`config.mk`:
```
export PLATFORM = sky130hd
export DESIGN_NAME = slk_cell
export DESIGN_NICKNAME = d
export VERILOG_FILES = /design/src/hw/rtl/slk_pkg.sv /design/src/hw/rtl/slk_cell.sv
export SDC_FILE = /design/constraint.sdc
export NUM_CORES = 1
export LEC_CHECK = 0
export CAP_MARGIN = 0
export CORE_ASPECT_RATIO = 0.7
export CORE_MARGIN = 5
export CORE_UTILIZATION = 42
export DETAILED_ROUTE_END_ITERATION = 10
export DONT_BUFFER_PORTS = 1
export SETUP_SLACK_MARGIN = 0.5
export SLEW_MARGIN = 25
export SYNTH_ARGS = -nofsm -noshare
export SYNTH_HDL_FRONTEND = slang
export SYNTH_SLANG_ARGS = --single-unit
```
`constraint.sdc`:
```
create_clock -name clk -period 4 [get_ports clk]
set_clock_uncertainty 0.05 [all_clocks]
set_input_delay 0.4 -clock clk [delete_from_list [all_inputs] [get_ports clk]]
set_output_delay 0.4 -clock clk [all_outputs]
set_load 0.01 [all_outputs]
```
`src/hw/rtl/slk_pkg.sv`:
```
// Shared types and constants for the sorted key list unit.
// Used by slk_cell, slk_ctrl and sorted_key_list_unit; depends on nothing else.
package slk_pkg;

	localparam int CAPACITY = 64;
	localparam int KEY_W    = 32;
	localparam int CNT_W    = $clog2(CAPACITY + 1);
	localparam int ROT_W    = $clog2(CAPACITY);

	localparam logic [1:0] CMD_INSERT    = 2'd0;
	localparam logic [1:0] CMD_DELETE    = 2'd1;
	localparam logic [1:0] CMD_LIST_UP   = 2'd2;
	localparam logic [1:0] CMD_LIST_DOWN = 2'd3;

	localparam logic [2:0] ST_INSERTED  = 3'd0;
	localparam logic [2:0] ST_DELETED   = 3'd1;
	localparam logic [2:0] ST_NOT_FOUND = 3'd2;
	localparam logic [2:0] ST_FULL      = 3'd3;
	localparam logic [2:0] ST_EMPTY     = 3'd4;

	typedef enum logic [2:0] {
		CELL_HOLD,
		CELL_INS,
		CELL_DEL,
		CELL_LEFT,
		CELL_RIGHT
	} cell_op_t;

	typedef struct packed {
		cell_op_t                 op;
		logic signed [KEY_W-1:0]  key;
	} cell_ctl_t;

endpackage

```
`src/hw/rtl/slk_cell.sv`:
```
// One storage cell of the key chain: holds one key and moves it to or from its neighbors.
// Depends on slk_pkg.
module slk_cell import slk_pkg::*; (
	input  logic                    clk,
	input  cell_ctl_t               ctl,
	input  logic                    occupied,
	input  logic signed [KEY_W-1:0] prev_key,
	input  logic                    prev_ge,
	input  logic signed [KEY_W-1:0] next_key,
	output logic signed [KEY_W-1:0] stored_key,
	output logic                    ge,
	output logic                    match
);

	logic signed [KEY_W-1:0] key_q;

	// Free cells count as "not smaller", so the insert point never lies beyond them.
	assign ge         = !occupied || (key_q >= ctl.key);
	assign match      = occupied && (key_q == ctl.key);
	assign stored_key = key_q;

	always_ff @(posedge clk) begin
		unique case (ctl.op)
			CELL_HOLD: begin
				key_q <= key_q;
			end
			CELL_INS: begin
				if (ge) begin
					key_q <= prev_ge ? prev_key : ctl.key;
				end
			end
			CELL_DEL: begin
				if (ge) begin
					key_q <= next_key;
				end
			end
			CELL_LEFT: begin
				key_q <= next_key;
			end
			CELL_RIGHT: begin
				key_q <= prev_key;
			end
			default: begin
				key_q <= key_q;
			end
		endcase
	end

endmodule

```
; ---- After elaboration in Yosys (flattened, before gate mapping)
; Cells that the tools add are included.
[op_classes]
order_cmp = 1
n_eq_ne = 7
mux = 4
reduce_logical = 5
[op_table]
columns = cell, n
row1 = $pmux 32 s4, 1
row2 = $mux 32, 3
row3 = $eq 32x32->1, 1
row4 = $ge 32x32->1, 1
row5 = $eq 3x2->1 const B, 2
row6 = $ne 2x2->1 const B, 2
row7 = $reduce_bool 4->1, 1
row8 = $eq 3x1->1 const B, 1
row9 = $eq 3x3->1 const B, 1
row10 = $reduce_and 3->1, 1
row11 = $logic_and 1x1->1, 1
row12 = $logic_not 1->1, 1
row13 = $logic_or 1x1->1, 1
[word_totals]
register_bits = 32
inputBits = 102
out_inout_bits = 34
elab_cells = 18

; ---- Longest topological paths before layout
[depth]
depth_word = 4
depth_mapped = 9
depth_no_buf = 9

; ---- Worst setup path before layout
; OpenSTA, ideal clock, no wires.
[synth_path]
kind = register to register
startpoint = reg key_q[25], in the netlist stored_key[25]
endpoint = reg key_q[0], in the netlist stored_key[0], enable pin
setup_ns = 0.478
t_arrival_ns = 2.569
required_ns = 3.472
slack_ns = 0.903
path_stages_with_launch = 9
path_buffers = 0
period_less_slack_ns = 3.097
path_cell_list = edfxtp_1 ha_1 a21o_1 a221o_1 a221oi_2 o21ai_1 o21a_1 o32ai_1 nand2_1
[synth_via]
elab_chain_cells = 4
elab_cells_between_ends = 5
classes_between = 1 x order compare / 2 x eq/ne / 2 x reduce/logical
[synth_rtl]
columns = item, line_no
row1 = "start, declared", slk_cell.sv:15  ; logic signed [KEY_W-1:0] key_q;
row2 = "start signal, assigned", slk_cell.sv:25  ; key_q <= key_q;
row3 = "start signal, assigned", slk_cell.sv:29  ; key_q <= prev_ge ? prev_key : ctl.key;
row4 = "start signal, assigned", slk_cell.sv:34  ; key_q <= next_key;
row5 = $ge 32x32->1 *, slk_cell.sv:18  ; assign ge = !occupied || (key_q >= ctl.key);
row6 = $logic_or 1x1->1 *, slk_cell.sv:18
row7 = $ne 2x2->1 (no source line), --
row8 = $reduce_and 3->1 (no source line) *, --
; Every way passes the cells marked *; elsewhere a longest branch is shown, timed or not.
; A chain may end at the register's enable or synchronous reset.

; ---- Final worst setup path
[layout_path]
startpoint = reg key_q[14], in the netlist stored_key[14]
endpoint = out ge
[layout_via]
elab_chain_cells = 2
[layout_rtl]
columns = item, line_no
row1 = $ge 32x32->1, slk_cell.sv:18
row2 = $logic_or 1x1->1, slk_cell.sv:18
row3 = "end, declared", slk_cell.sv:11  ; output logic ge,
; Every way passes these cells.

==> run summary <==
top post-synthesis cells by area: edfxtp_1 (41%), ha_1 (17%), a222oi_1 (14%)
Core Area: 5310 um2
IO buf count: 0
GP Congestion: 0.747
Final Hold Fails: 0
worst rel slew slack: 0.538
CP arrival: 2760 ps
Area Overhead vs Synth: 7.68%
commonest non-fill, non-tap cell in the layout: inv_1
die width: 99.0 um
Synth Net Count: 366
Seq cells post-synth: 32
hold_ws: 260 ps
Inserted Clock Buffers: 5
IO Count: 136
final WL: 6.10 mm
worst hold path cell count: 2
Crit Reg-Reg Endpoint: stored_key[13]$_DFFE_PP_
DPL Wire Length: 4.98 mm
initial antenna violation count: 0
Period Utilization, post-route: 0.802
Hold Path End: stored_key[17]$_DFFE_PP_
maxcap violations: 0
class of the worst hold path: in -> reg
layout cells sized above 1: 0.0641
post-route ant nets: 0
H-tree depth: 2
Primary FF master, synth: edfxtp_1
Pre-antenna DRT Iters: 8
status: finished, final reports clean
Synth cell types: 30
crit path max fanout: 3
CTS tree: done
Fill cells: 519
pin count of the biggest net entering global routing: 26
startpoint type of the worst setup path: flip-flop
WS Path Type: reg -> out
Worst-Margin Slew: 692 ps
CTS root buf: clkbuf_8
Setup crit end kind: primary output
Die ar.: 7160 um2
Pwr Total: 938 uW
first-pass GRT wire length: 9.48 mm
Post-synth EDFFs: 32
FF-to-FF setup slack: 1040 ps
nets: 368
fmax: 312 MHz
clk buf depth: 2
row cnt: 22
DRC violations left: 0
Initial Utilization: 0.439
max reg flops: 32
design area: 2510 um2
worst setup margin: 792 ps
grt total ovfl: 0
unrepaired setup endpoints after global routing: no
number of DRC markers in iteration 0: 224
Total Routing Usage GR: 0.169
Max Slew Vio Count: 0
via count: 1836
synthesized area: 2330 um2
most frequent cells in the layout: inv_1 (67), a222oi_1 (32), ha_1 (32), edfxtp_1 (32), a21oi_1 (9)
hold-fix buffers at CTS: 0
TritonCTS Sinks: 32
most area-hungry cell type in the Yosys netlist: edfxtp_1
DR vias/cell: 6.00
reg2reg start: stored_key[14]$_DFFE_PP_
die height: 72.3 um
Synth top area share: 0.412
post-route setup TNS: 0 ps
Leak: 0.00121 uW
cells resized by post-CTS repair: 0
Yosys warnings: 0
Worst EP required: 3550 ps
Mean Syn Cell Area: 10.0 um2
vias in the first global route: 1879
Worst Reg-to-Reg Cells: 9
wire length per cell: 19.9 um
diode count: 0
pwr/cell area: 374 nW/um2
hold wc startpoint: ctl[17]
peak supply drop: 215 uV
post-synthesis sequential area ratio: 0.412
pre-CTS setup slack: 1060 ps
Final setup viols: 0
Post-Syn Instances: 232
Reg clk slew, reported paths: 70 ps
DP Area: 2430 um2
clock latency on the worst-skew pair: 280 ps
postcts setup bufs: 0
ys async rst share: 0
Tmin final: 3210 ps
==> worst max path at each step <==
stage	from	to	slack, ps	cells after the start
6_report	stored_key[14]$_DFFE_PP_	ge	790	7
5_1_grt	stored_key[14]$_DFFE_PP_	ge	570	7
4_1_cts	stored_key[14]$_DFFE_PP_	ge	780	7
3_5_place_dp	stored_key[14]$_DFFE_PP_	stored_key[27]$_DFFE_PP_	1060	9
3_3_place_gp	stored_key[14]$_DFFE_PP_	stored_key[9]$_DFFE_PP_	1120	9
2_1_floorplan	stored_key[25]$_DFFE_PP_	stored_key[0]$_DFFE_PP_	900	8
==> cell usage after synthesis, types with 2 or more instances <==
| master | instances |
|---|---|
| inv_1 | 67 |
| a222oi_1 | 32 |
| edfxtp_1 | 32 |
| ha_1 | 32 |
| clkbuf_1 | 10 |
| a21oi_1 | 9 |
| nand2_1 | 8 |
| nand4_1 | 5 |
| nor2_1 | 4 |
| a21o_1 | 3 |
| nand3_1 | 3 |
| nor2b_1 | 3 |
| nor3_1 | 3 |
| a21boi_0 | 2 |
| and4_1 | 2 |
| o21a_1 | 2 |
| o21ai_0 | 2 |
==> logic make-up (layout without fill, tap and decap cells) <==
| logic type | after synthesis | count (layout) | synth area share |
|---|---|---|---|
| buffers and inverters | 77 | 79 | 0.124 |
| AO/OA/AOI/OAI | 59 | 59 | 0.219 |
| adder cells (fa/ha/maj) | 32 | 32 | 0.172 |
| flip-flops | 32 | 32 | 0.412 |
| AND/OR/NAND/NOR | 32 | 32 | 0.0725 |
==> through the flow <==
stage               cells  utilization
global placement      299        0.458
detailed placement    299        0.458
floorplan             232            -
CTS                   306        0.472
global route          306        0.472
finish                306        0.472
==> worst max-delay path: stages, from the launching register on <==
cell	delay [ps]
edfxtp_1	460
ha_1	350
nand4_1	140
nor4_1	500
a21boi_0	320
o41a_1	200
nor3_1	60
or3_1	440
==> power by group <==
part           switching (uW)  internal, uW  total [uW]
clock                     115           118         233
combinational             123          92.9         216
sequential               55.6           434         489
==> area by class of cell <==
type | instances | area, um2 | area share
clock buffer | 6 | 72.6 | 0.0289
clock inverter | 1 | 5.00 | 0.00200
inverter | 67 | 251 | 0.100
multi-input combinational | 123 | 1090 | 0.435
sequential | 32 | 961 | 0.383
tap | 72 | 90.1 | 0.0359
timing repair buffer | 5 | 37.5 | 0.0150
==> metal layers <==
metal  GRT usage  part of all wire  vias up  wire length [um]
li1            -                 -      880                 -
met1       0.229              0.45      857              2720
met2       0.254              0.43       94              2610
met3      0.0701              0.12        5               730
met4      0.0364            0.0069        0                42
met5           0                 0        -                 0
Note: power is estimated with default switching activity, not from simulation.
