**config.mk**
```make
export PLATFORM = sky130hd
export DESIGN_NAME = slk_ctrl
export DESIGN_NICKNAME = d
export VERILOG_FILES = /design/src/hw/rtl/slk_pkg.sv /design/src/hw/rtl/slk_ctrl.sv
export SDC_FILE = /design/constraint.sdc
export NUM_CORES = 1
export LEC_CHECK = 0
export CORE_UTILIZATION = 55
export CTS_BUF_LIST = sky130_fd_sc_hd__clkbuf_4 sky130_fd_sc_hd__clkbuf_8
export CTS_CLUSTER_DIAMETER = 40
export CTS_CLUSTER_SIZE = 25
export DETAILED_ROUTE_END_ITERATION = 6
export DONT_BUFFER_PORTS = 1
export PLACE_DENSITY = 0.7
export SLEW_MARGIN = 40
export SYNTH_ARGS = -nofsm -noshare
export SYNTH_HDL_FRONTEND = slang
export SYNTH_SLANG_ARGS = --single-unit
```
**constraint.sdc**
```tcl
create_clock -name clk -period 5.5 [get_ports clk]
set_input_delay 0.55 -clock clk [delete_from_list [all_inputs] [get_ports clk]]
set_output_delay 0.55 -clock clk [all_outputs]
set_load 0.02 [all_outputs]
```
**src/hw/rtl/slk_pkg.sv**
```systemverilog
// Shared types and constants for the sorted key list unit.
// Used by slk_cell, slk_ctrl and sorted_key_list_unit; depends on nothing else.
package slk_pkg;

	localparam int CAPACITY = 64;
	localparam int KEY_W    = 32;
	localparam int CNT_W    = $clog2(CAPACITY + 1);
	localparam int ROT_W    = $clog2(CAPACITY);

	localparam logic [1:0] CMD_INSERT    = 2'd0;
	localparam logic [1:0] CMD_DELETE    = 2'd1;
	localparam logic [1:0] CMD_LIST_UP   = 2'd2;
	localparam logic [1:0] CMD_LIST_DOWN = 2'd3;

	localparam logic [2:0] ST_INSERTED  = 3'd0;
	localparam logic [2:0] ST_DELETED   = 3'd1;
	localparam logic [2:0] ST_NOT_FOUND = 3'd2;
	localparam logic [2:0] ST_FULL      = 3'd3;
	localparam logic [2:0] ST_EMPTY     = 3'd4;

	typedef enum logic [2:0] {
		CELL_HOLD,
		CELL_INS,
		CELL_DEL,
		CELL_LEFT,
		CELL_RIGHT
	} cell_op_t;

	typedef struct packed {
		cell_op_t                 op;
		logic signed [KEY_W-1:0]  key;
	} cell_ctl_t;

endpackage

```
**src/hw/rtl/slk_ctrl.sv**
```systemverilog
// Sequencer of the sorted key list: command decode, entry count, listing rotation
// and the output register. Depends on slk_pkg.
module slk_ctrl import slk_pkg::*; (
	input  logic                    clk,
	input  logic                    arst_n,
	input  logic                    in_valid,
	output logic                    in_ready,
	input  logic [1:0]              command,
	input  logic signed [KEY_W-1:0] key,
	output logic                    out_valid,
	input  logic                    out_ready,
	output logic signed [KEY_W-1:0] out_key,
	output logic [2:0]              status,
	output logic                    is_entry,
	output logic                    last,
	input  logic                    found,
	input  logic signed [KEY_W-1:0] first_key,
	input  logic signed [KEY_W-1:0] final_key,
	output cell_ctl_t               cell_ctl,
	output logic [CNT_W-1:0]        count
);

	typedef enum logic [1:0] {
		S_IDLE,
		S_OP,
		S_LIST
	} state_t;

	state_t                  state_q;
	logic [1:0]              cmd_q;
	logic signed [KEY_W-1:0] key_q;
	logic [CNT_W-1:0]        count_q;
	logic [ROT_W-1:0]        rot_q;
	logic                    out_valid_q;
	logic signed [KEY_W-1:0] out_key_q;
	logic [2:0]              status_q;
	logic                    is_entry_q;
	logic                    last_q;

	logic                    slot_free;
	logic                    full;
	logic                    ascending;
	logic [CNT_W:0]          rot_plus_count;
	logic                    emit;
	logic                    emit_last;
	logic                    list_step;
	logic                    out_load;

	assign slot_free = !out_valid_q || out_ready;
	assign full      = (count_q == CNT_W'(CAPACITY));
	assign ascending = (cmd_q == CMD_LIST_UP);

	// Ascending: cell 0 shows original slot rot, emitted while rot < count.
	// Descending: the last cell shows original slot CAPACITY-1-rot, emitted once that is
	// below count.
	assign rot_plus_count = (CNT_W+1)'(rot_q) + (CNT_W+1)'(count_q);
	always_comb begin
		if (ascending) begin
			emit      = (CNT_W'(rot_q) < count_q);
			emit_last = ((CNT_W+1)'(rot_q) + (CNT_W+1)'(1) == (CNT_W+1)'(count_q));
		end else begin
			emit      = (rot_plus_count >= (CNT_W+1)'(CAPACITY));
			emit_last = (rot_q == ROT_W'(CAPACITY - 1));
		end
	end
	assign list_step = (state_q == S_LIST) && (!emit || slot_free);

	// The result register takes a new item whenever a command step produces one.
	assign out_load = (state_q == S_OP && slot_free) || (list_step && emit);

	always_comb begin
		cell_ctl.key = key_q;
		cell_ctl.op  = CELL_HOLD;
		if (state_q == S_OP && slot_free) begin
			if (cmd_q == CMD_INSERT && !full) begin
				cell_ctl.op = CELL_INS;
			end else if (cmd_q == CMD_DELETE && found) begin
				cell_ctl.op = CELL_DEL;
			end
		end else if (list_step) begin
			cell_ctl.op = ascending ? CELL_LEFT : CELL_RIGHT;
		end
	end

	assign in_ready  = (state_q == S_IDLE);
	assign out_valid = out_valid_q;
	assign out_key   = out_key_q;
	assign status    = status_q;
	assign is_entry  = is_entry_q;
	assign last      = last_q;
	assign count     = count_q;

	always_ff @(posedge clk or negedge arst_n) begin
		if (!arst_n) begin
			state_q     <= S_IDLE;
			count_q     <= '0;
			rot_q       <= '0;
			out_valid_q <= 1'b0;
			cmd_q       <= CMD_INSERT;
			key_q       <= '0;
			out_key_q   <= '0;
			status_q    <= ST_INSERTED;
			is_entry_q  <= 1'b0;
			last_q      <= 1'b0;
		end else begin
			out_valid_q <= out_load || (out_valid_q && !out_ready);
			unique case (state_q)
				S_IDLE: begin
					if (in_valid) begin
						cmd_q <= command;
						key_q <= key;
						rot_q <= '0;
						if ((command == CMD_LIST_UP || command == CMD_LIST_DOWN) &&
						    count_q != '0) begin
							state_q <= S_LIST;
						end else begin
							state_q <= S_OP;
						end
					end
				end
				S_OP: begin
					if (slot_free) begin
						is_entry_q  <= 1'b0;
						last_q      <= 1'b1;
						state_q     <= S_IDLE;
						unique case (cmd_q)
							CMD_INSERT: begin
								out_key_q <= key_q;
								if (full) begin
									status_q <= ST_FULL;
								end else begin
									status_q <= ST_INSERTED;
									count_q  <= count_q + CNT_W'(1);
								end
							end
							CMD_DELETE: begin
								out_key_q <= key_q;
								if (found) begin
									status_q <= ST_DELETED;
									count_q  <= count_q - CNT_W'(1);
								end else begin
									status_q <= ST_NOT_FOUND;
								end
							end
							CMD_LIST_UP, CMD_LIST_DOWN: begin
								out_key_q <= '0;
								status_q  <= ST_EMPTY;
							end
							default: begin
								out_key_q <= '0;
								status_q  <= ST_EMPTY;
							end
						endcase
					end
				end
				S_LIST: begin
					if (list_step) begin
						if (emit) begin
							out_key_q   <= ascending ? first_key : final_key;
							status_q    <= ST_INSERTED;
							is_entry_q  <= 1'b1;
							last_q      <= emit_last;
						end
						rot_q <= rot_q + ROT_W'(1);
						if (rot_q == ROT_W'(CAPACITY - 1)) begin
							state_q <= S_IDLE;
						end
					end
				end
				default: begin
					state_q <= S_IDLE;
				end
			endcase
		end
	end

endmodule

```
-- Word level (Yosys, flattened, before mapping)
Cells that the tools add are included.
Widths: inputs -> output; s select.
- $add $sub $neg: 5
- multipliers: 0
- div/mod/pow operators: 0
- $lt $le $gt $ge: 2
- equal/unequal tests: 17
- shift operators: 0
- muxes and demuxes: 40
- bitwise logic cells: 0
- reduce and logical (&&, ||, !) cells: 29
- operator list (cell ; count):
    $mux 32 ; 4
    $pmux 32 s2 ; 2
    $mux 2 ; 9
    $mux 3 ; 6
    $mux 7 ; 2
    $ne 2x2->1 const B ; 7
    $pmux 7 s2 ; 1
    $mux 6 ; 2
    $pmux 6 s2 ; 1
    $eq 2x2->1 const B ; 5
    $pmux 3 s3 ; 1
    $add 6x7->8 ; 1
    $ge 8x7->1 const B ; 1
    $mux 1 ; 8
    $reduce_and 4->1 ; 2
    $add 6x1->7 const B ; 1
    $add 7x1->7 const B ; 1
    $eq 7x7->1 ; 1
    $eq 7x7->1 const B ; 1
    $logic_and 1x1->1 ; 7
    $lt 6x7->1 ; 1
    $reduce_bool 7->1 ; 1
    $sub 7x1->7 const B ; 1
    $add 6x1->6 const B ; 1
    13 further kinds ; 26
- register bits: 87
- bits in latches: 0
- memory bits (writable): 0
- memory bits (read-only): 0
- input port bits: 103
- output and inout port bits: 81
- logic and storage cells: 103
- memories kept: 0

-- Depth between registers and ports, before layout
Gate-level depths: netlist of run 1.
- depth in word-level cells: 9
- mapped depth: 11
- mapped depth without buffers: 9

-- Least setup slack after synthesis of run 1
OpenSTA, ideal clock, no wires.
- path kind: reg2out
- start point: register count_q[0], in the netlist count[0]
- end point: output port cell_ctl[34] in the netlist's numbering
- arrival time: 2540 ps
- data required time: 4950 ps
- path slack: 2410 ps
- cell stages (with the launch flop): 9
- buffers on the path: 1
- path through: dfrtp_1 ha_1 fa_1 nor4b_1 o31ai_1 a31oi_1 a21oi_1 buf_2 nor2b_1
- RTL lines (item ; RTL line ; text):
    start, declared ; slk_ctrl.sv:32 ; logic [CNT_W-1:0] count_q;
    start signal, assigned ; slk_ctrl.sv:133 ; count_q <= count_q + CNT_W'(1);
    start signal, assigned ; slk_ctrl.sv:140 ; count_q <= count_q - CNT_W'(1);
    end, declared ; slk_ctrl.sv:19 ; output cell_ctl_t cell_ctl,

==> impl_results.md, run 1 <==
- Critical setup path kind: reg -> out
- Buffers from clock root to sink, at most: 2
- Cells taking the most area after synthesis: sky130_fd_sc_hd__dfrtp_1, sky130_fd_sc_hd__nand2_1, sky130_fd_sc_hd__mux2_1
- Final-report max-slew violation count: 0
- Routed len/inst: 20.6 um
- Largest net degree at the start of global routing: 88
- Number of levels in the clock H-tree: 3
- Fraction of synthesis flops using an asynchronous set or reset pin: 100%
- Share of the yosys chip area belonging to registers: 43.6%
- Clock Sink Count: 87
- Switch Pwr: approximately 1.6 mW
- Routed Wire Length: 12900 um
- Combined area of all synthesized cells: 0.00499 mm2
- Worst vdd ir: 260 uV
- Setup repair after global routing missed its margin: false
- Number of global-route vias before repair: roughly 4100
- Nets in the synthesized netlist: 649
- Total number of placement rows: 34
- Area Overhead vs Synth: 7.07%
- Endpoint class of the critical path: output port
- Data arrival, critical path: around 3.2 ns
- Launching point of the worst reg2reg path: count[2]
- Hold-fix buffer count after cts: 1
- Share of post-route cells with drive strength above 1: 6.96%
- Clock latency on the worst-skew pair: 0.35 ns
- Number of violations of the max-capacitance limit: 0
- Chip Width: around 100 um
- Post-Route Setup TNS: 0 ns
- Number of instances in the placed design: 608
- Final setup violation count: 0
- Most common cell after layout, fill and taps aside: sky130_fd_sc_hd__nand2_1
- First-pass GRT wire length: 21000 um
- TritonCTS clock tree: yes
- Switching Fraction: 47.4%
- Required time of the worst setup path: 4.95 ns
- Status: finished, final reports clean
- Iteration count of the initial detailed-routing pass: 4
- Port bufs: 0
- Die Outline Area: 0.00946 mm2
- Initial DRC count: 208
- Type of element launching the critical path: flop
- FF-to-FF setup slack: 2.59 ns
- Most frequent cells in the layout: sky130_fd_sc_hd__nand2_1, sky130_fd_sc_hd__dfrtp_1, sky130_fd_sc_hd__o22ai_1
- Y dimension of the die: 97.3 um
- Leakage power figure: 2.42 nW
- Number of synthesized register bits: 87
- Number of inserted diodes: 0
- Internal portion of total power: 1.78 mW
- Sum of net half-perimeters after detailed placement: 8800 um
- Setup Fix Bufs, Post-CTS: 0
- Total CTS buffers: 9
- Layout net count: 635
- Multi-input combinational cell area: 0.00261 mm2
- PwrDens: about 630 mW/mm2
- Proportion of power drawn by flip-flops and latches: 44.9%
- Worst clock skew: 0.0155 ns
- Post-cts resize count: 0
- Root buffer cell: sky130_fd_sc_hd__clkbuf_8
- Worst max-slew margin expressed relative to the limit: about 53%
- Clock Pin Slew Worst Setup and Hold Paths: 0.09 ns
- Cell depth of the worst flop-to-flop path: 9
- GR Util All Layers: 27.9%
- Critical path destination: cell_ctl[32]
- Number of distinct library cell variants in the gate-level netlist after synthesis: 45
- Number of antenna violations at the first check in global routing: 0
- Vias post-DR: 3919
- Critical register-to-register path endpoint: out_key[26]
- Starting utilization of the core area: 56.9%
- Gate power share: 40.3%
- Endpoints failing hold: 0
- Share of the synthesized area in the top cell type: 43.6%
- Cell accounting for the most synthesized area: sky130_fd_sc_hd__dfrtp_1
- Post-synth top flop: sky130_fd_sc_hd__dfrtp_1
- Period Utilization, post-route: 68.7%
- Critical path fanouts, max: 14
- Min Clock Period, post-route: between 3 and 4 ns
- Synth Warn #: 0
- Remaining global-route overflow: 0
- Number of nets with antenna violations after routing: 0
- Number of enable flip-flop cells after synthesis: 0
- Worst Max-Slew Pin Slew: 0.697 ns
- FF/Latch Area: around 0.0022 mm2
- Core ar.: 0.00876 mm2
- Fill count: a little under 800
- Share of power burned in the clock network: 14.8%
- Hold WC Path Type: in -> async
- I/O pin total: ~180
- Residual DRC: 0
- Drt via density: ~6.3
- Mean post-synth cell area: 9.49 um2
- Routability congestion estimate: 0.907
- Cell count after synthesis: 526
- Startpoint of the worst setup timing path: count[0]
- Final standard cell count with taps included and fillers excluded: 625
- Maximum clock rate: 265 MHz
==> cell usage after synthesis, types with 3 or more instances <==
library cell / number
sky130_fd_sc_hd__nand2_1: 128
sky130_fd_sc_hd__a31oi_1: 3
sky130_fd_sc_hd__a21oi_1: 13
sky130_fd_sc_hd__a21o_1: 3
sky130_fd_sc_hd__nand2b_1: 3
sky130_fd_sc_hd__buf_2: 6
sky130_fd_sc_hd__o22ai_1: 34
sky130_fd_sc_hd__xnor2_1: 5
sky130_fd_sc_hd__clkbuf_1: 23
sky130_fd_sc_hd__o21ai_0: 5
sky130_fd_sc_hd__o21ai_1: 11
sky130_fd_sc_hd__xor2_1: 8
sky130_fd_sc_hd__nor2_1: 11
sky130_fd_sc_hd__buf_6: 3
sky130_fd_sc_hd__ha_1: 18
sky130_fd_sc_hd__buf_1: 3
sky130_fd_sc_hd__mux2_1: 33
sky130_fd_sc_hd__mux2i_1: 33
sky130_fd_sc_hd__dfrtp_1: 87
sky130_fd_sc_hd__nor2b_1: 8
sky130_fd_sc_hd__nand3_1: 9
sky130_fd_sc_hd__inv_1: 14
sky130_fd_sc_hd__o31ai_1: 4
sky130_fd_sc_hd__a22oi_1: 33
==> sequential cells by signal (all words and copies together) (netlist names) <==
signal,count
last,1
cmd_q,2
key_q,32
is_entry,1
out_key,32
status,3
rot_q,6
count,7
state_q,2
out_valid,1
==> layer usage <==
layer	track usage, %	share of wire [%]	up-vias
met5	0	0	-
met4	9.73	2.4	0
met3	6.33	7.5	23
met2	46.3	48	169
met1	36.0	42	1904
li1	-	-	1823
==> cell type report <==
| cell class | instances | share of cell area, % |
|---|---|---|
| clock buffers | 10 | 2.46 |
| clock inverters | 6 | 1.73 |
| inverters | 16 | 1.12 |
| multi-input cells | 388 | 48.8 |
| flip-flops and latches | 87 | 40.7 |
| well taps | 108 | 2.53 |
| repair buffers | 10 | 2.65 |
==> metrics by stage <==
step | util, % | hold slack, ns | total power, mW | worst slack [ns] | area, um2
2_1_floorplan | - | 0.254 | 2.51 | 2.41 | 4990
3_3_place_gp | 57.2 | 0.258 | 2.75 | 1.84 | 5010
3_5_place_dp | 58.1 | 0.257 | 2.87 | 2.14 | 5090
4_1_cts | 60.9 | 0.116 | 3.40 | 1.73 | 5340
5_1_grt | 61.0 | 0.126 | 3.61 | 1.47 | 5340
6_report | 61.0 | 0.109 | 3.38 | 1.72 | 5340
==> power groups by stage <==
stage	combinational, mW	clock, mW	sequential (mW)
6_report	1.36	0.501	1.52
5_1_grt	1.52	0.537	1.55
4_1_cts	1.36	0.516	1.52
3_5_place_dp	1.35	0	1.53
3_3_place_gp	1.23	0	1.52
2_1_floorplan	1.09	0	1.42
==> critical path, cell delays in order (launching register included) <==
cell and delay (ns):
sky130_fd_sc_hd__dfrtp_1 0.54, sky130_fd_sc_hd__ha_1 0.30, sky130_fd_sc_hd__fa_1 0.38, sky130_fd_sc_hd__nor4b_1 0.16
sky130_fd_sc_hd__o31ai_1 0.31, sky130_fd_sc_hd__a31oi_1 0.17, sky130_fd_sc_hd__a21oi_2 0.51, sky130_fd_sc_hd__a22oi_1 0.18
sky130_fd_sc_hd__nor2_1 0.33
==> worst min-delay path by stage <==
| stage | start | to | cells after the start |
|---|---|---|---|
| after global routing | arst_n | out_key[6] | 1 |
| after CTS | arst_n | out_key[6] | 1 |
| after detailed placement | arst_n | status[2] | 0 |
| final | arst_n | key_q[28] | 1 |
| after global placement | arst_n | state_q[0] | 0 |
| after floorplan | arst_n | cmd_q[0] | 0 |
==> cells by family after synthesis <==
logic type	count (synthesis)	synth area share, %
xor+xnor	13	2.28
simple gates	172	14.6
mux	67	14.3
compound gates	116	15.5
flops	87	43.6
fa+ha+maj	20	5.32
buf+inv	51	4.44
(Power assumes the default switching activity.)
==> run 2: changes to the inputs <==
clock period = 4 ns   (was 5.5 ns; I/O delays follow)
==> impl_results.md, run 2 (synthesis gave the netlist of run 1 again) <==
- Number of antenna violations at the first check in global routing: 0 (unchanged)
- Number of levels in the clock H-tree: 3 (unchanged)
- Area Overhead vs Synth: 7.57% (was 7.07%)
- Leakage power figure: 2.45 nW (was 2.42 nW)
- Worst clock skew: 0.0178 ns (was 0.0155 ns)
- Number of inserted diodes: 0 (unchanged)
- Worst Max-Slew Pin Slew: 0.826 ns (was 0.697 ns)
- Met2 Routed Length: 6120 um (was 6220 um)
- Fill count: 770 (was 779)
- Required time of the worst setup path: 3.60 ns (was 4.95 ns)
- Proportion of power drawn by flip-flops and latches: 44.7% (was 44.9%)
- Period Utilization, post-route: between 80% and 90%
- Routed Wire Length: 12700 um (was 12900 um)
- Crit. path cell count: 9 (was 8)
- Post-Route Setup TNS: 0 ns (unchanged)
- Worst path bufs/invs: 1 (was 0)
- Number of global-route vias before repair: 3916 (was 4066)
- Critical path fanouts, max: 7 (was 14)
- Initial DRC count: 210 (was 208)
- Endpoints failing hold: 0 (unchanged)
- Final-report max-slew violation count: 0 (unchanged)
- Chip Width: 97.3 um (unchanged)
- Y dimension of the die: 97.3 um (unchanged)
- Launching point of the worst reg2reg path: count[0] (was count[2])
- Routed wl met3: 929 um (was 967 um)
- Buffers from clock root to sink, at most: 2 (unchanged)
- Core ar.: 0.00876 mm2 (unchanged)
- Most common cell after layout, fill and taps aside: sky130_fd_sc_hd__nand2_1 (unchanged)
- Critical setup path kind: reg -> out (unchanged)
- Uppermost routed layer: met4 (unchanged)
- Core utilization of the finished layout: 61.3% (was 61.0%)
- Clock latency on the worst-skew pair: 0.36 ns (was 0.35 ns)
- Port bufs: 0 (unchanged)
- Cell depth of the worst flop-to-flop path: 9 (unchanged)
- Critical register-to-register path endpoint: out_key[27] (was out_key[26])
- Routability congestion estimate: 0.871 (was 0.907)
- Drt via density: 6.29 (was 6.27)
- Switching Fraction: 47.4% (about the same)
- Internal portion of total power: 2.45 mW (was 1.78 mW)
- Min Clock Period, post-route: 3.33 ns
- Clock Pin Slew Worst Setup and Hold Paths: 0.11 ns (was 0.09 ns)
- Layout net count: 641 (was 635)
- Crit-path leading delay family: compound AO/OA/AOI/OAI gates (unchanged)
- Multi-input combinational cell area: 0.00260 mm2 (was 0.00261 mm2)
- Critical path destination: cell_ctl[32] (unchanged)
- Clock Sink Count: 87 (unchanged)
- Gate power share: 39.8% (was 40.3%)
- Sum of net half-perimeters after detailed placement: 8800 um (about the same)
- Startpoint of the worst setup timing path: count[0] (unchanged)
- Slowest cell on the critical path: sky130_fd_sc_hd__dfrtp_1 (unchanged)
- PwrDens: 869 mW/mm2 (was 632 mW/mm2)
- Setup slack after layout: 0.668 ns (was 1.72 ns)
- Switch Pwr: 2.21 mW (was 1.60 mW)
- Number of violations of the max-capacitance limit: 0 (unchanged)
- Setup Fix Bufs, Post-CTS: 0 (unchanged)
- Endpoint class of the critical path: output port (unchanged)
- Most frequent cells in the layout: sky130_fd_sc_hd__nand2_1, sky130_fd_sc_hd__dfrtp_1, sky130_fd_sc_hd__o22ai_1 (unchanged)
- FF/Latch Area: 0.00218 mm2 (unchanged)
- FF-to-FF setup slack: 1.01 ns (was 2.59 ns)
- Share of power burned in the clock network: 15.6% (was 14.8%)
- Final setup violation count: 0 (unchanged)
- Type of element launching the critical path: flop (unchanged)
- Status: finished, final reports clean (unchanged)
- Total Power Consumption: 4.66 mW (was 3.38 mW)
- Vias post-DR: 3972 (was 3919)
- Maximum clock rate: 300 MHz
- Detailed-routing wirelength on met1: 5390 um (was 5400 um)
- Root buffer cell: sky130_fd_sc_hd__clkbuf_8 (unchanged)
- Iteration count of the initial detailed-routing pass: 4 (unchanged)
- Remaining global-route overflow: 0 (unchanged)
- Total CTS buffers: 9 (unchanged)
- Data arrival, critical path: 2.93 ns (was 3.23 ns)
- Cells along the critical path: ha_1 > fa_1 > nor4b_1 > o31ai_1 > a31oi_1 > a21oi_1 > a22oi_1 > nor2_1 > buf_4 (was ha_1 > fa_1 > nor4b_1 > o31ai_1 > a31oi_1 > a21oi_2 > a22oi_1 > nor2_1)
- Final standard cell count with taps included and fillers excluded: 631 (was 625)
- First-pass GRT wire length: 20000 um (was 21000 um)
- Worst slack, placed: 0.991 ns (was 2.14 ns)
- TritonCTS clock tree: yes (unchanged)
- Residual DRC: 0 (unchanged)
- Number of instances in the placed design: 613 (was 608)
- Total number of placement rows: 34 (unchanged)
- Post-cts resize count: 0 (unchanged)
- Worst max-slew margin expressed relative to the limit: 44.8% (was 53.1%)
- GR Util All Layers: 26.5% (was 27.9%)
- Largest net degree at the start of global routing: 88 (unchanged)
- Routed len/inst: 20.1 um (was 20.6 um)
- Starting utilization of the core area: 56.9% (unchanged)
- Hold WC Path Type: in -> reg (was in -> async)
- Setup repair after global routing missed its margin: false (unchanged)
- Worst vdd ir: 477 uV (was 260 uV)
- Share of post-route cells with drive strength above 1: 7.84% (was 6.96%)
- I/O pin total: 184 (unchanged)
- Die Outline Area: 0.00946 mm2 (unchanged)
- Delay contributed by the slowest stage of the critical path: 0.53 ns (was 0.54 ns)
- Number of nets with antenna violations after routing: 0 (unchanged)
-- run 2: per-layer routing --
metal  GRT usage (%)  up-vias
li1                -     1832
met1            34.8     1953
met2            43.9      167
met3            5.61       20
met4            8.94        0
met5               0        -
-- run 2: worst min path at each step --
stage / start / end / cells after the start
floorplan: arst_n / cmd_q[0] / 0
CTS: key[7] / key_q[7] / 2
finish: key[7] / key_q[7] / 2
global placement: arst_n / state_q[1] / 0
global route: key[7] / key_q[7] / 2
detailed placement: arst_n / state_q[0] / 0
-- run 2: area by class of cell --
class                           instances  share of cell area, %
Multi-Input combinational cell        388                   48.5
Sequential cell                        87                   40.6
Timing Repair Buffer                   16                   2.89
Clock buffer                           10                   2.56
Tap cell                              108                   2.52
Clock inverter                          6                   1.86
Inverter                               16                   1.12
-- run 2: power groups by stage --
| stage | registers (mW) | logic [mW] | clock network [mW] |
|---|---|---|---|
| detailed placement | 2.10 | 1.84 | 0 |
| floorplan | 1.95 | 1.49 | 0 |
| finish | 2.08 | 1.85 | 0.727 |
| global placement | 2.09 | 1.78 | 0 |
| CTS | 2.08 | 1.86 | 0.737 |
| global route | 2.13 | 2.06 | 0.772 |
-- run 2: per-stage QoR --
step | instance area (um2) | hold slack, ns
after floorplan | 4990 | 0.104
after global placement | 5090 | 0.109
after detailed placement | 5090 | 0.108
after CTS | 5370 | 0.130
after global routing | 5370 | 0.130
final | 5370 | 0.138
-- run 2: repair_timing --
item                                   CTS  global route
endpoints found under the hold margin   87             0
setup endpoints to repair                0             0
hold buffers                             2             0
==> run 3: changes to the inputs <==
ABC_AREA = 1   (was unset)
clock period = 3.26 ns   (was 4 ns; I/O delays follow)
==> impl_results.md, run 3 <==
- Type of element launching the critical path: flop (unchanged)
- Post-Route Setup TNS: 0 ns (unchanged)
- Number of enable flip-flop cells after synthesis: 0 (unchanged)
- Minimum hold slack: 0.108 ns (was 0.138 ns)
- Worst Max-Slew Pin Slew: 0.637 ns (was 0.826 ns)
- Remaining global-route overflow: 0 (unchanged)
- Endpoint class of the critical path: output port (unchanged)
- Number of inserted diodes: 0 (unchanged)
- Min Clock Period, post-route: 3.07 ns
- Proportion of power drawn by flip-flops and latches: 43.4% (was 44.7%)
- Crit-path leading delay family: simple AND/OR/NAND/NOR gates (was compound AO/OA/AOI/OAI gates)
- Simple-gate area share of the yosys netlist: 26.4% (was 14.6%)
- Worst vdd ir: 585 uV (was 477 uV)
- Data arrival, critical path: 2.74 ns (was 2.93 ns)
- Internal portion of total power: 2.89 mW (was 2.45 mW)
- Number of synthesized register bits: 87 (unchanged)
- Clock Sink Count: 87 (unchanged)
- PwrDens: 1120 mW/mm2 (was 869 mW/mm2)
- FF/Latch Area: 0.00218 mm2 (about the same)
- Area Overhead vs Synth: 7.08% (was 7.57%)
- Slowest cell on the critical path: sky130_fd_sc_hd__dfrtp_2 (was sky130_fd_sc_hd__dfrtp_1)
- Critical setup path kind: reg -> out (unchanged)
- Chip Width: 96.9 um (was 97.3 um)
- Delay contributed by the slowest stage of the critical path: 0.49 ns (was 0.53 ns)
- Routability congestion estimate: 0.915 (was 0.871)
- Iteration count of the initial detailed-routing pass: 5 (was 4)
- Cell accounting for the most synthesized area: sky130_fd_sc_hd__dfrtp_1 (unchanged)
- Share of the yosys chip area belonging to registers: 44.0% (was 43.6%)
- Worst max-slew margin expressed relative to the limit: 57.5% (was 44.8%)
- Critical register-to-register path endpoint: out_key[23] (was out_key[27])
- Number of distinct library cell variants in the gate-level netlist after synthesis: 32 (was 45)
- Initial DRC count: 195 (was 210)
- Port bufs: 0 (unchanged)
- Synth Warn #: 0 (unchanged)
- Worst hold stages: 1 (was 2)
- Setup Fix Bufs, Post-CTS: 0 (unchanged)
- Hold WC Path Type: in -> reg (unchanged)
- Clock Pin Slew Worst Setup and Hold Paths: 0.11 ns (about the same)
- Combined area of all synthesized cells: 0.00495 mm2 (was 0.00499 mm2)
- Leading cell types by count after synthesis: sky130_fd_sc_hd__nand2_1, sky130_fd_sc_hd__nand3_1, sky130_fd_sc_hd__dfrtp_1 (was sky130_fd_sc_hd__nand2_1, sky130_fd_sc_hd__dfrtp_1, sky130_fd_sc_hd__o22ai_1)
- Endpoints failing hold: 0 (unchanged)
- Number of violations of the max-capacitance limit: 0 (unchanged)
- Fraction of synthesis flops using an asynchronous set or reset pin: 100% (unchanged)
- Clock latency on the worst-skew pair: 0.36 ns (about the same)
- Multi-input combinational cell area: 0.00249 mm2 (was 0.00260 mm2)
- Setup repair after global routing missed its margin: false (unchanged)
- Adder and majority gate portion of the synthesized area: 5.36% (was 5.32%)
- Share of power burned in the clock network: 13.4% (was 15.6%)
- Number of nets with antenna violations after routing: 0 (unchanged)
- Most common cell after layout, fill and taps aside: sky130_fd_sc_hd__nand2_1 (unchanged)
- Total number of placement rows: 34 (unchanged)
- Required time of the worst setup path: 2.93 ns (was 3.60 ns)
- Critical path fanouts, max: 10 (was 7)
- Number of levels in the clock H-tree: 3 (unchanged)
- FF-to-FF setup slack: 0.47 ns (was 1.01 ns)
- Layout net count: 729 (was 641)
- Root buffer cell: sky130_fd_sc_hd__clkbuf_8 (unchanged)
- I/O pin total: 184 (unchanged)
- Worst path bufs/invs: 1 (unchanged)
- Synthesized-area fraction occupied by xor and xnor cells: 1.42% (was 2.28%)
- Final setup violation count: 0 (unchanged)
- Largest net degree at the start of global routing: 88 (unchanged)
- First-pass GRT wire length: 21700 um (was 20000 um)
- Starting utilization of the core area: 56.7% (was 56.9%)
- Drt via density: 5.94 (was 6.29)
- Cells taking the most area after synthesis: sky130_fd_sc_hd__dfrtp_1, sky130_fd_sc_hd__nand2_1, sky130_fd_sc_hd__nand3_1 (was sky130_fd_sc_hd__dfrtp_1, sky130_fd_sc_hd__nand2_1, sky130_fd_sc_hd__mux2_1)
- Worst slack, placed: 0.480 ns (was 0.991 ns)
- Switching Fraction: 51.3% (was 47.4%)
- Cells along the critical path: ha_1 > fa_1 > nand3_1 > nand2_1 > nand2_1 > nand2_1 > nand2_1 > nand2_1 > nand2_1 > nand2_2 > nand2_1 > nand2_2 > o22ai_1 > buf_4 (was ha_1 > fa_1 > nor4b_1 > o31ai_1 > a31oi_1 > a21oi_1 > a22oi_1 > nor2_1 > buf_4)
- Vias post-DR: 4269 (was 3972)
- Period Utilization, post-route: 94.1%
- Routed Wire Length: 13600 um (was 12700 um)
- Cell count after synthesis: 610 (was 526)
- Y dimension of the die: 96.9 um (was 97.3 um)
- Compound-Gate Fraction of Synth Area: 9.76% (was 15.5%)
- Multiplexer share of the synthesized area: 7.28% (was 14.3%)
- Sum of net half-perimeters after detailed placement: 9570 um (was 8800 um)
- Worst clock skew: 0.0177 ns (was 0.0178 ns)
- GR Util All Layers: 29.3% (was 26.5%)
- TritonCTS clock tree: yes (unchanged)
- Cell repeated most along the worst path: sky130_fd_sc_hd__nand2_1
- Mean post-synth cell area: 8.11 um2 (was 9.49 um2)
- Number of global-route vias before repair: 4268 (was 3916)
- Worst min-delay path startpoint: key[22] (was key[7])
- Routed len/inst: 18.9 um (was 20.1 um)
- Switch Pwr: 3.04 mW (was 2.21 mW)
- Nets in the synthesized netlist: 733 (was 649)
- Post-synth top flop: sky130_fd_sc_hd__dfrtp_1 (unchanged)
- Most frequent cell after synthesis: sky130_fd_sc_hd__nand2_1 (unchanged)
- Die Outline Area: 0.00938 mm2 (was 0.00946 mm2)
- Maximum clock rate: around 330 MHz
- Residual DRC: 0 (unchanged)
- Total Power Consumption: 5.93 mW (was 4.66 mW)
- Main combinational cell family by area after synthesis: simple AND/OR/NAND/NOR gates (was compound AO/OA/AOI/OAI gates)
- Share of the synthesized area in the top cell type: 44.0% (was 43.6%)
- Cell depth of the worst flop-to-flop path: 13 (was 9)
- Buffers from clock root to sink, at most: 2 (unchanged)
- Final-report max-slew violation count: 0 (unchanged)
- Status: finished, final reports clean (unchanged)
- Setup slack after layout: 0.192 ns (was 0.668 ns)
- Core ar.: 0.00872 mm2 (was 0.00876 mm2)
- Fill count: 797 (was 770)
- Gate power share: 43.1% (was 39.8%)
- Hold-critical path endpoint: key_q[22] (was key_q[7])
- Most frequent cells in the layout: sky130_fd_sc_hd__nand2_1, sky130_fd_sc_hd__nand3_1, sky130_fd_sc_hd__dfrtp_1, sky130_fd_sc_hd__o21ai_0, sky130_fd_sc_hd__nor2_1 (was sky130_fd_sc_hd__nand2_1, sky130_fd_sc_hd__dfrtp_1, sky130_fd_sc_hd__o22ai_1)
- Share of post-route cells with drive strength above 1: 12.9% (was 7.84%)
- Number of antenna violations at the first check in global routing: 0 (unchanged)
- Total CTS buffers: 9 (unchanged)
- Leakage power figure: 2.59 nW (was 2.45 nW)
- Launching point of the worst reg2reg path: count[0] (unchanged)
run 3: cell count changes after synthesis, sizes merged, moves of 5 or more:
cell    change
a22oi      -33
buf         +6
clkbuf     -10
inv        +20
mux2i      -33
nand2      +14
nand3      +84
nand4       +5
nor2       +43
nor2b       -8
o21ai      +58
o22ai      -31
o31ai       -5
run 3: power groups by stage:
stage	logic (mW)	clock network [mW]	registers, mW
finish	2.56	0.797	2.57
global route	2.87	0.857	2.63
CTS	2.56	0.817	2.57
detailed placement	2.52	0	2.59
global placement	2.44	0	2.58
floorplan	1.96	0	2.44
run 3: final cells by class:
cell class	instances	area share, %
timing repair buffer	16	2.69
tap	108	2.55
inverter	37	2.62
sequential	87	41.2
multi-input combinational	455	46.9
clock buffer	10	2.60
clock inverter	6	1.42
run 3: cell families after synthesis:
logic type                 Yosys count
AOI/OAI and AO/OA                   94
DFF                                 87
muxes                               32
buffers and inverters               68
xor gates and xnor gates             8
and+or+nand+nor                    301
adders and majority gates           20
run 3: timing repair:
action / 4_1_cts / 5_1_grt
hold buffers: 2 / 0
hold endpoints to repair: 87 / 0
resized for setup: 0 / 4
setup endpoints to repair: 0 / 2
run 3: worst max path at each step:
| stage | start | to | slack [ns] | cells past startpoint |
|---|---|---|---|---|
| after floorplan | count[0] | cell_ctl[32] | 0.80 | 13 |
| after global placement | count[2] | out_key[1] | 0.51 | 15 |
| after detailed placement | count[2] | out_key[23] | 0.48 | 15 |
| after CTS | count[0] | cell_ctl[32] | 0.15 | 14 |
| after global routing | count[0] | cell_ctl[32] | 0.04 | 14 |
| final | count[0] | cell_ctl[32] | 0.19 | 14 |
run 3: metal layers:
| metal | GRT usage, % | routed length (um) | vias up | part of all wire, % |
|---|---|---|---|---|
| li1 | - | - | 2029 | - |
| met4 | 8.61 | 180 | 0 | 1.3 |
| met1 | 37.9 | 5820 | 2021 | 43 |
| met2 | 48.5 | 6490 | 205 | 48 |
| met5 | 0 | 0 | - | 0 |
| met3 | 7.37 | 1070 | 14 | 7.9 |
run 3: metrics by stage:
stage / util (%) / std cells / cell area, um2
after floorplan: - / 610 / 4950
after global placement: 57.8 / 701 / 5040
after detailed placement: 57.8 / 701 / 5040
after CTS: 60.7 / 719 / 5290
after global routing: 60.8 / 719 / 5300
final: 60.8 / 719 / 5300
